<file path="src/sv/q16_divider.sv">
// ----------------------------------------------------------------------------
// Q16 shared divider
// Unsigned restoring divider, one quotient bit per cycle, for dividends of
// up to 32+FRAC_BITS bits by a 32-bit divisor.
// ----------------------------------------------------------------------------
module q16_divider #(
    parameter int unsigned FRAC_BITS = 16
) (
    input  logic                    clk,
    input  logic                    rst_n,
    input  logic                    start,
    input  logic [32+FRAC_BITS-1:0] dividend,
    input  logic [31:0]             divisor,
    output logic                    done,
    output logic [32+FRAC_BITS-1:0] quotient
);
    localparam int unsigned DW  = 32 + FRAC_BITS;
    localparam int unsigned CW  = $clog2(DW + 1);

    logic [DW-1:0] quo_reg;
    logic [32:0]   rem_reg;
    logic [31:0]   dvs_reg;
    logic [CW-1:0] cnt_reg;
    logic          busy_reg;
    logic          done_reg;
    logic [32:0]   shifted;
    logic [33:0]   diff;

    assign shifted = {rem_reg[31:0], quo_reg[DW-1]};
    assign diff    = {1'b0, shifted} - {2'b00, dvs_reg};

    always_ff @(posedge clk or negedge rst_n)
    begin
        if (!rst_n)
        begin
            busy_reg <= 1'b0;
            done_reg <= 1'b0;
            cnt_reg  <= '0;
        end
        else
        begin
            done_reg <= 1'b0;
            if (start)
            begin
                busy_reg <= 1'b1;
                cnt_reg  <= CW'(DW);
                quo_reg  <= dividend;
                rem_reg  <= '0;
                dvs_reg  <= divisor;
            end
            else if (busy_reg)
            begin
                if (!diff[33])
                begin
                    rem_reg <= diff[32:0];
                    quo_reg <= {quo_reg[DW-2:0], 1'b1};
                end
                else
                begin
                    rem_reg <= shifted;
                    quo_reg <= {quo_reg[DW-2:0], 1'b0};
                end
                cnt_reg <= cnt_reg - 1'b1;
                if (cnt_reg == CW'(1))
                begin
                    busy_reg <= 1'b0;
                    done_reg <= 1'b1;
                end
            end
        end
    end

    assign done     = done_reg;
    assign quotient = quo_reg;

    // The remainder always stays below the divisor between steps.
    a_rem_bound: assert property (@(posedge clk) disable iff (!rst_n)
        busy_reg && !start |-> rem_reg < {1'b0, dvs_reg})
        else $error("divider remainder out of range");
    a_done_once: assert property (@(posedge clk) disable iff (!rst_n)
        done_reg |=> !done_reg)
        else $error("divider done held");
    a_idle_done: assert property (@(posedge clk) disable iff (!rst_n)
        done_reg |-> !busy_reg)
        else $error("divider done while busy");

endmodule
</file>
<file path="config.mk">
export PLATFORM = sky130hd
export DESIGN_NAME = q16_divider
export DESIGN_NICKNAME = d
export VERILOG_FILES = /design/src/sv/q16_divider.sv
export SDC_FILE = /design/constraint.sdc
export NUM_CORES = 1
export LEC_CHECK = 0
export BUFFER_PORTS_ARGS = -buffer_cell sky130_fd_sc_hd__buf_4
export CAP_MARGIN = 15
export CORE_MARGIN = 5
export CORE_UTILIZATION = 30
export DETAILED_ROUTE_END_ITERATION = 7
export GPL_TIMING_DRIVEN = 0
export MAX_ROUTING_LAYER = met4
export PLACE_DENSITY_LB_ADDON = 0.12
export SETUP_SLACK_MARGIN = 0.4
export SKIP_LAST_GASP = 1
export SYNTH_ARGS = -nofsm -noshare
export SYNTH_HDL_FRONTEND = slang
export SYNTH_SLANG_ARGS = --single-unit
</file>
<file path="constraint.sdc">
create_clock -name clk -period 4.49 [get_ports clk]
set_input_delay 0.2245 -clock clk [delete_from_list [all_inputs] [get_ports clk]]
set_output_delay 0.2245 -clock clk [all_outputs]
set_load 0.005 [all_outputs]
</file>
==> results of run 1 <==
[Yosys cell counts (all sizes together), types with 2 or more instances]
cell type / number / area share
mux2: 50 / 0.082
xnor2: 10 / 0.013
nor2: 62 / 0.034
nor4: 2 / 0.0018
a21oi: 50 / 0.036
xor2: 16 / 0.020
dfrtp: 8 / 0.029
a211o: 2 / 0.0025
buf: 9 / 0.0080
a31oi: 5 / 0.0045
o21ai: 18 / 0.013
a21o: 10 / 0.011
a311oi: 3 / 0.0038
nand4: 8 / 0.0073
edfxtp: 112 / 0.49
nand3: 2 / 0.0015
o21a: 4 / 0.0044
a2111oi: 2 / 0.0025
o21bai: 5 / 0.0055
and3: 9 / 0.0082
o221ai: 2 / 0.0035
nand2b: 3 / 0.0027
and2: 5 / 0.0045
or3: 4 / 0.0036
nor3: 7 / 0.0051
o211ai: 3 / 0.0033
nor2b: 3 / 0.0027
inv: 43 / 0.023
a221oi: 2 / 0.0035
a211oi: 31 / 0.036
ha: 34 / 0.062
clkbuf: 21 / 0.011
mux2i: 16 / 0.023
nand2: 37 / 0.020
[critical path, delay by kind of cell, from the launching register on]
family	cells	cell delay (ns)
compound gates	7	1.42
fa+ha+maj	1	0.39
buf+inv	2	0.69
flops	1	0.44
mux	1	0.14
simple gates	1	0.09
[area by class of cell]
cell class | instances | area (sq um) | share of cell area
clock buffer | 18 | 429.2 | 0.04696
clock inverter | 14 | 142.6 | 0.01561
inverter | 43 | 161.4 | 0.01766
tap | 285 | 356.6 | 0.03902
multi-input combinational | 418 | 3025 | 0.3311
timing repair buffer | 164 | 1326 | 0.1451
buffer | 30 | 133.9 | 0.01465
sequential | 120 | 3563 | 0.3899
[cells by family (layout without fill, tap and decap cells)]
group,count (synthesis),in the layout
and+or+nand+nor,147,147
AOI/OAI and AO/OA,144,144
muxes,66,66
xor gates and xnor gates,26,26
adders and majority gates,35,35
DFF,120,120
buffers and inverters,73,269
[power breakdown]
group	internal, uW	switching (uW)	total [uW]
sequential	1370	78.3	1450
clock	776	571	1350
combinational	497	569	1070
[per-stage QoR]
step / hold WS (ns) / instances / setup slack [ns] / area (sq um) / power [uW]
CTS: 0.07398 / 1092 / 1.014 / 9139 / 3908
global placement: 0.2762 / 1026 / 0.9207 / 8214 / 2505
floorplan: -0.07109 / 611 / 1.601 / 6882 / 2192
finish: 0.09289 / 1092 / 1.026 / 9139 / 3864
global route: 0.08197 / 1092 / 0.7780 / 9139 / 4085
detailed placement: 0.2795 / 1027 / 1.045 / 8237 / 2520
[routing by layer]
| layer | track usage | up-vias | share of wire |
|---|---|---|---|
| li1 | - | 2635 | - |
| met2 | 0.2262 | 168 | 0.45 |
| met1 | 0.1886 | 2561 | 0.47 |
| met5 | - | - | 0 |
| met4 | 0.04847 | 0 | 0.014 |
| met3 | 0.04312 | 16 | 0.064 |
[worst min-delay path by stage]
stage                             endpoint  cells after the start
detailed placement  cnt_reg[0]$_DFFE_PN0N_                      1
global route        quotient[37]$_DFFE_PP_                      2
CTS                 quotient[13]$_DFFE_PP_                      2
floorplan               busy_reg$_DFF_PN0_                      0
finish              quotient[37]$_DFFE_PP_                      2
global placement    cnt_reg[0]$_DFFE_PN0N_                      1
==> reports/metrics.csv, run 1 <==
stage,metric,value,unit
final_layout,syn2layout_area_growth,32.80,%
final_layout,layout.nets,912,
global_route,grt.overflow.total,0,
final_layout,diodes,0,
clock_network,max-clock-path-buffers,2,
routing,drt_iter0_markers,250,
critical_path,cp-start-kind,flip-flop,
clock_network,hold_buffers,33,
yosys,ys_async_sr_fraction,0.06667,
sta,setup_viol,0,
global_route,grt_start_max_net_pins,43,
clock_network,postCtsResizedCells,0,
yosys,yosys_register_bits,120,
final_layout,layout-drive-gt1-share,0.2800,
critical_path,path_class,reg -> reg,
final_layout,mostFrequentLayoutCells,"buf_4 (132), edfxtp_1 (112), nor2_1 (62)",
yosys,synth-adder-area-share,0.06473,
sta,worstMarginPinSlew,0.8639,ns
clock_network,cts_tree,built,
final_layout,final_core_utilization,0.4036,
sta,finalClockSkew,0.01150,ns
yosys,synth_compound_area_frac,0.1389,
die,dieArea,0.02607,sq mm
critical_path,r2r_slack,1.03,ns
yosys,synth_simple_gate_area_frac,0.09745,
sta,final_max_slew_viol_count,0,
job,cap_violations,0,
yosys,avgSynthCellArea,11.26,sq um
yosys,synthMuxAreaShare,0.1051,
critical_path,critPathArrivalTime,3.61,ns
sta,max_freq,0.2887,GHz
die,num_rows,55,
critical_path,worst_path_most_repeated_cell,a21oi_1,
yosys,synthXorXnorAreaFrac,0.03309,
critical_path,cp-end-kind,flip-flop,
die,core-area,0.02264,sq mm
critical_path,r2r_start,rem_reg[3]$_SDFFCE_PP0P_,
placement,place_congestion,0.8619,
routing,wire_per_inst,16.71,um
routing,vias_per_cell,4.927,
die,start_util,0.3040,
critical_path,cp_max_fo,10,
yosys,syn_inst,611,
critical_path,endpoint,rem_reg[28]$_SDFFCE_PP0P_,
clock_network,clock-root-buffer,clkbuf_16,
clock_network,insertion_delay,0.43,ns
sta,min_period_over_period,0.7714,
clock_network,cts-htree-levels,4,
final_layout,largest_register_ffs,48,
die,die_h,161.5,um
critical_path,crit_path_top_delay_cell,edfxtp_1,
global_route,grtUsageTotal,0.1476,
routing,num_vias,5380,
power_and_ir_drop,p_per_area,422.8,mW/mm^2
die,die_x,161.5,um
power_and_ir_drop,p_leak,0.003790,uW
global_route,grt_pass1_vias,5819,
yosys,ys_seq_area_frac,0.5178,
routing,finalWirelength,18250,um
yosys,synth_top_family_by_area,compound AO/OA/AOI/OAI gates,
yosys,synth_cell_types,56,
sta,setup_tns,0,ns
hold_path,hp-class,in -> reg,
sta,slew-limit-headroom,0.4241,
critical_path,slowest_delay,0.44,ns
global_route,grt_pass1_wl,29990,um
power_and_ir_drop,irDropWorstVdd,0.1867,mV
hold_path,hp-start,dividend[37],
yosys,yosys_warnings,0,
die,ios,132,
yosys,syn_area,0.006882,sq mm
placement,placement.io_buffers,130,
critical_path,reg2reg_depth,12,
routing,postRouteAntennaNets,0,
critical_path,required,4.64,ns
critical_path,rr_endpoint,rem_reg[28]$_SDFFCE_PP0P_,
sta,hold_viol_final,0,
sta,rsz0062_at_grt,false,
final_layout,fillCellCount,2174,
yosys,ys.flop_type,edfxtp_1,
sta,min_period,3.464,ns
global_route,antenna_found_initial,0,
clock_network,clock-sinks,120,
yosys,synth_edf_count,112,
clock_network,post_cts.repair.setup_buffers,0,
clock_network,clkTransAtPathRegs,0.07,ns
outcome,status,"complete, no violations",
clock_network,cts_made_buffers,17,
yosys,synth_nets,729,
critical_path,startpoint,rem_reg[3]$_SDFFCE_PP0P_,
placement,hpwl,13170,um
critical_path,crit_chain,"ha_1, a21o_1, a31oi_1, a21oi_1, a31oi_1, a21oi_1, a22oi_1, buf_2, buf_2, nor2_1, mux2i_1, a21oi_1",
routing,drt_pass1_iterations,4,
final_layout,final_common_cell,buf_4,
routing,drc_errors,0,
No activity file was read; power rests on OpenSTA's default activity.
==> run 2: changes to the inputs <==
clock period = 3.4 ns   (was 4.49 ns; I/O delays follow)
==> run 2 against run 1 <==
Worst setup slack worse by 0.68 ns. Fmax up 13%. Core utilization up 1.5 points. Critical path type unchanged. Largest cell class unchanged. Largest power group unchanged.
==> reports/metrics.csv, run 2 (synthesis results as in run 1) <==
stage,metric,value,unit
outcome,status,"complete, no violations",
die,core-area,0.02264,sq mm
sta,max_freq,0.3276,GHz
clock_network,max-clock-path-buffers,2,
critical_path,cp_max_fo,4,
clock_network,clkTransAtPathRegs,0.07,ns
global_route,grt_pass1_wl,30130,um
final_layout,final_common_cell,buf_4,
clock_network,cts-htree-levels,4,
clock_network,cts_tree,built,
die,die_x,161.5,um
routing,drt_iter0_markers,254,
power_and_ir_drop,p_leak,0.003900,uW
die,die_h,161.5,um
global_route,grt_start_max_net_pins,43,
critical_path,path_class,reg -> reg,
final_layout,fillCellCount,2157,
routing,num_vias,5441,
critical_path,required,3.55,ns
power_and_ir_drop,irDropWorstVdd,0.2476,mV
sta,hold_viol_final,0,
final_layout,final_core_utilization,0.4184,
global_route,antenna_found_initial,0,
sta,setup_tns,0,ns
clock_network,cts_made_buffers,17,
sta,min_period,3.053,ns
sta,setup_viol,0,
sta,timing.hold.ws,0.03913,ns
routing,drt_pass1_iterations,4,
clock_network,insertion_delay,0.43,ns
die,start_util,0.3040,
final_layout,mostFrequentLayoutCells,"buf_4 (147), edfxtp_1 (112), nor2_1 (61)",
routing,drc_errors,0,
final_layout,seqCellArea,0.003563,sq mm
sta,rsz0062_at_grt,true,
final_layout,multi_input_area,0.003209,sq mm
sta,finalClockSkew,0.01133,ns
global_route,grt.overflow.total,0,
final_layout,final_cells,1108,
die,ios,132,
clock_network,clock-sinks,120,
sta,min_period_over_period,0.8979,
placement,hpwl,13170,um
clock_network,clock-root-buffer,clkbuf_16,
critical_path,cp-end-kind,flip-flop,
die,num_rows,55,
routing,postRouteAntennaNets,0,
hold_path,hp-class,in -> reg,
final_layout,diodes,0,
sta,worstMarginPinSlew,0.8553,ns
die,dieArea,0.02607,sq mm
final_layout,layout.nets,928,
final_layout,largest_register_ffs,48,
placement,placement.io_buffers,130,
final_layout,layout-drive-gt1-share,0.3317,
routing,vias_per_cell,4.911,
sta,final_max_slew_viol_count,0,
placement,place_congestion,0.8619,
global_route,grtUsageTotal,0.1486,
critical_path,critPathArrivalTime,3.20,ns
job,cap_violations,0,
routing,wire_per_inst,16.88,um
final_layout,syn2layout_area_growth,37.65,%
power_and_ir_drop,power,5275,uW
sta,slew-limit-headroom,0.4298,
placement,dp_cells,1027,
global_route,grt_pass1_vias,5833,
critical_path,cp-start-kind,flip-flop,
power_and_ir_drop,p_per_area,556.9,mW/mm^2
routing,finalWirelength,18700,um
run 2: per-layer routing:
layer | wire length (um) | track usage | vias to the layer above
li1 | - | - | 2668
met1 | 8832 | 0.1889 | 2592
met2 | 8394 | 0.2300 | 158
met3 | 1170 | 0.04287 | 23
met4 | 300 | 0.04692 | 0
met5 | 0 | - | -
run 2: path summary, 6_finish.rpt:
path / start / slack, ns / to / cells after the start
worst max-delay path: quotient[47]$_DFFE_PP_ / 0.35 / rem_reg[28]$_SDFFCE_PP0P_ / 13
worst min-delay path: dividend[37] / 0.04 / quotient[37]$_DFFE_PP_ / 2
worst max register to register: quotient[47]$_DFFE_PP_ / 0.35 / rem_reg[28]$_SDFFCE_PP0P_ / 13
worst min register to register: cnt_reg[3]$_DFFE_PN0N_ / 0.55 / done$_DFF_PN0_ / 1
max in group asynchronous: rst_n / 2.69 / cnt_reg[1]$_DFFE_PN0N_ / 2
min in group asynchronous: rst_n / 0.33 / done$_DFF_PN0_ / 2
run 2: layout make-up:
cell class | count | area share
buffer | 30 | 0.01730
multi-input combinational | 418 | 0.3388
clock inverter | 14 | 0.01506
clock buffer | 18 | 0.04530
inverter | 43 | 0.01704
sequential | 120 | 0.3762
tap | 285 | 0.03764
timing repair buffer | 180 | 0.1527
run 2: what timing repair did:
| action | CTS | global route |
|---|---|---|
| pin swaps | 7 | 10 |
| setup buffers | 8 | 8 |
| gates resized for setup | 24 | 24 |
| hold buffers | 33 | 0 |
| endpoints found under the hold margin | 40 | 0 |
| endpoints found under the setup margin | 33 | 32 |
run 2: report_power, final:
part	total [uW]	leakage [uW]	switching [uW]	internal, uW
Sequential	1920	0.00119	108	1810
Combinational	1570	0.00245	807	767
Clock	1780	0.000264	756	1020
Total	5270	0.00390	1670	3600
run 2: critical path, cell delays in order (launching register included):
cell and delay, ns:
edfxtp_1 0.39, inv_1 0.08, ha_2 0.18, fa_2 0.21, nand2b_4 0.13, a21o_1 0.15, a211oi_1 0.08, or3_1 0.37
buf_6 0.14, a211oi_4 0.25, o221ai_2 0.16, a221oi_2 0.32, mux2i_1 0.22, a21oi_1 0.08
run 2: stage by stage:
stage / instance area (sq um) / worst slack (ns)
global placement: 8214 / -0.1693
detailed placement: 8237 / -0.04541
floorplan: 6882 / 0.5112
global route: 9473 / 0.2042
CTS: 9308 / 0.3057
finish: 9473 / 0.3473
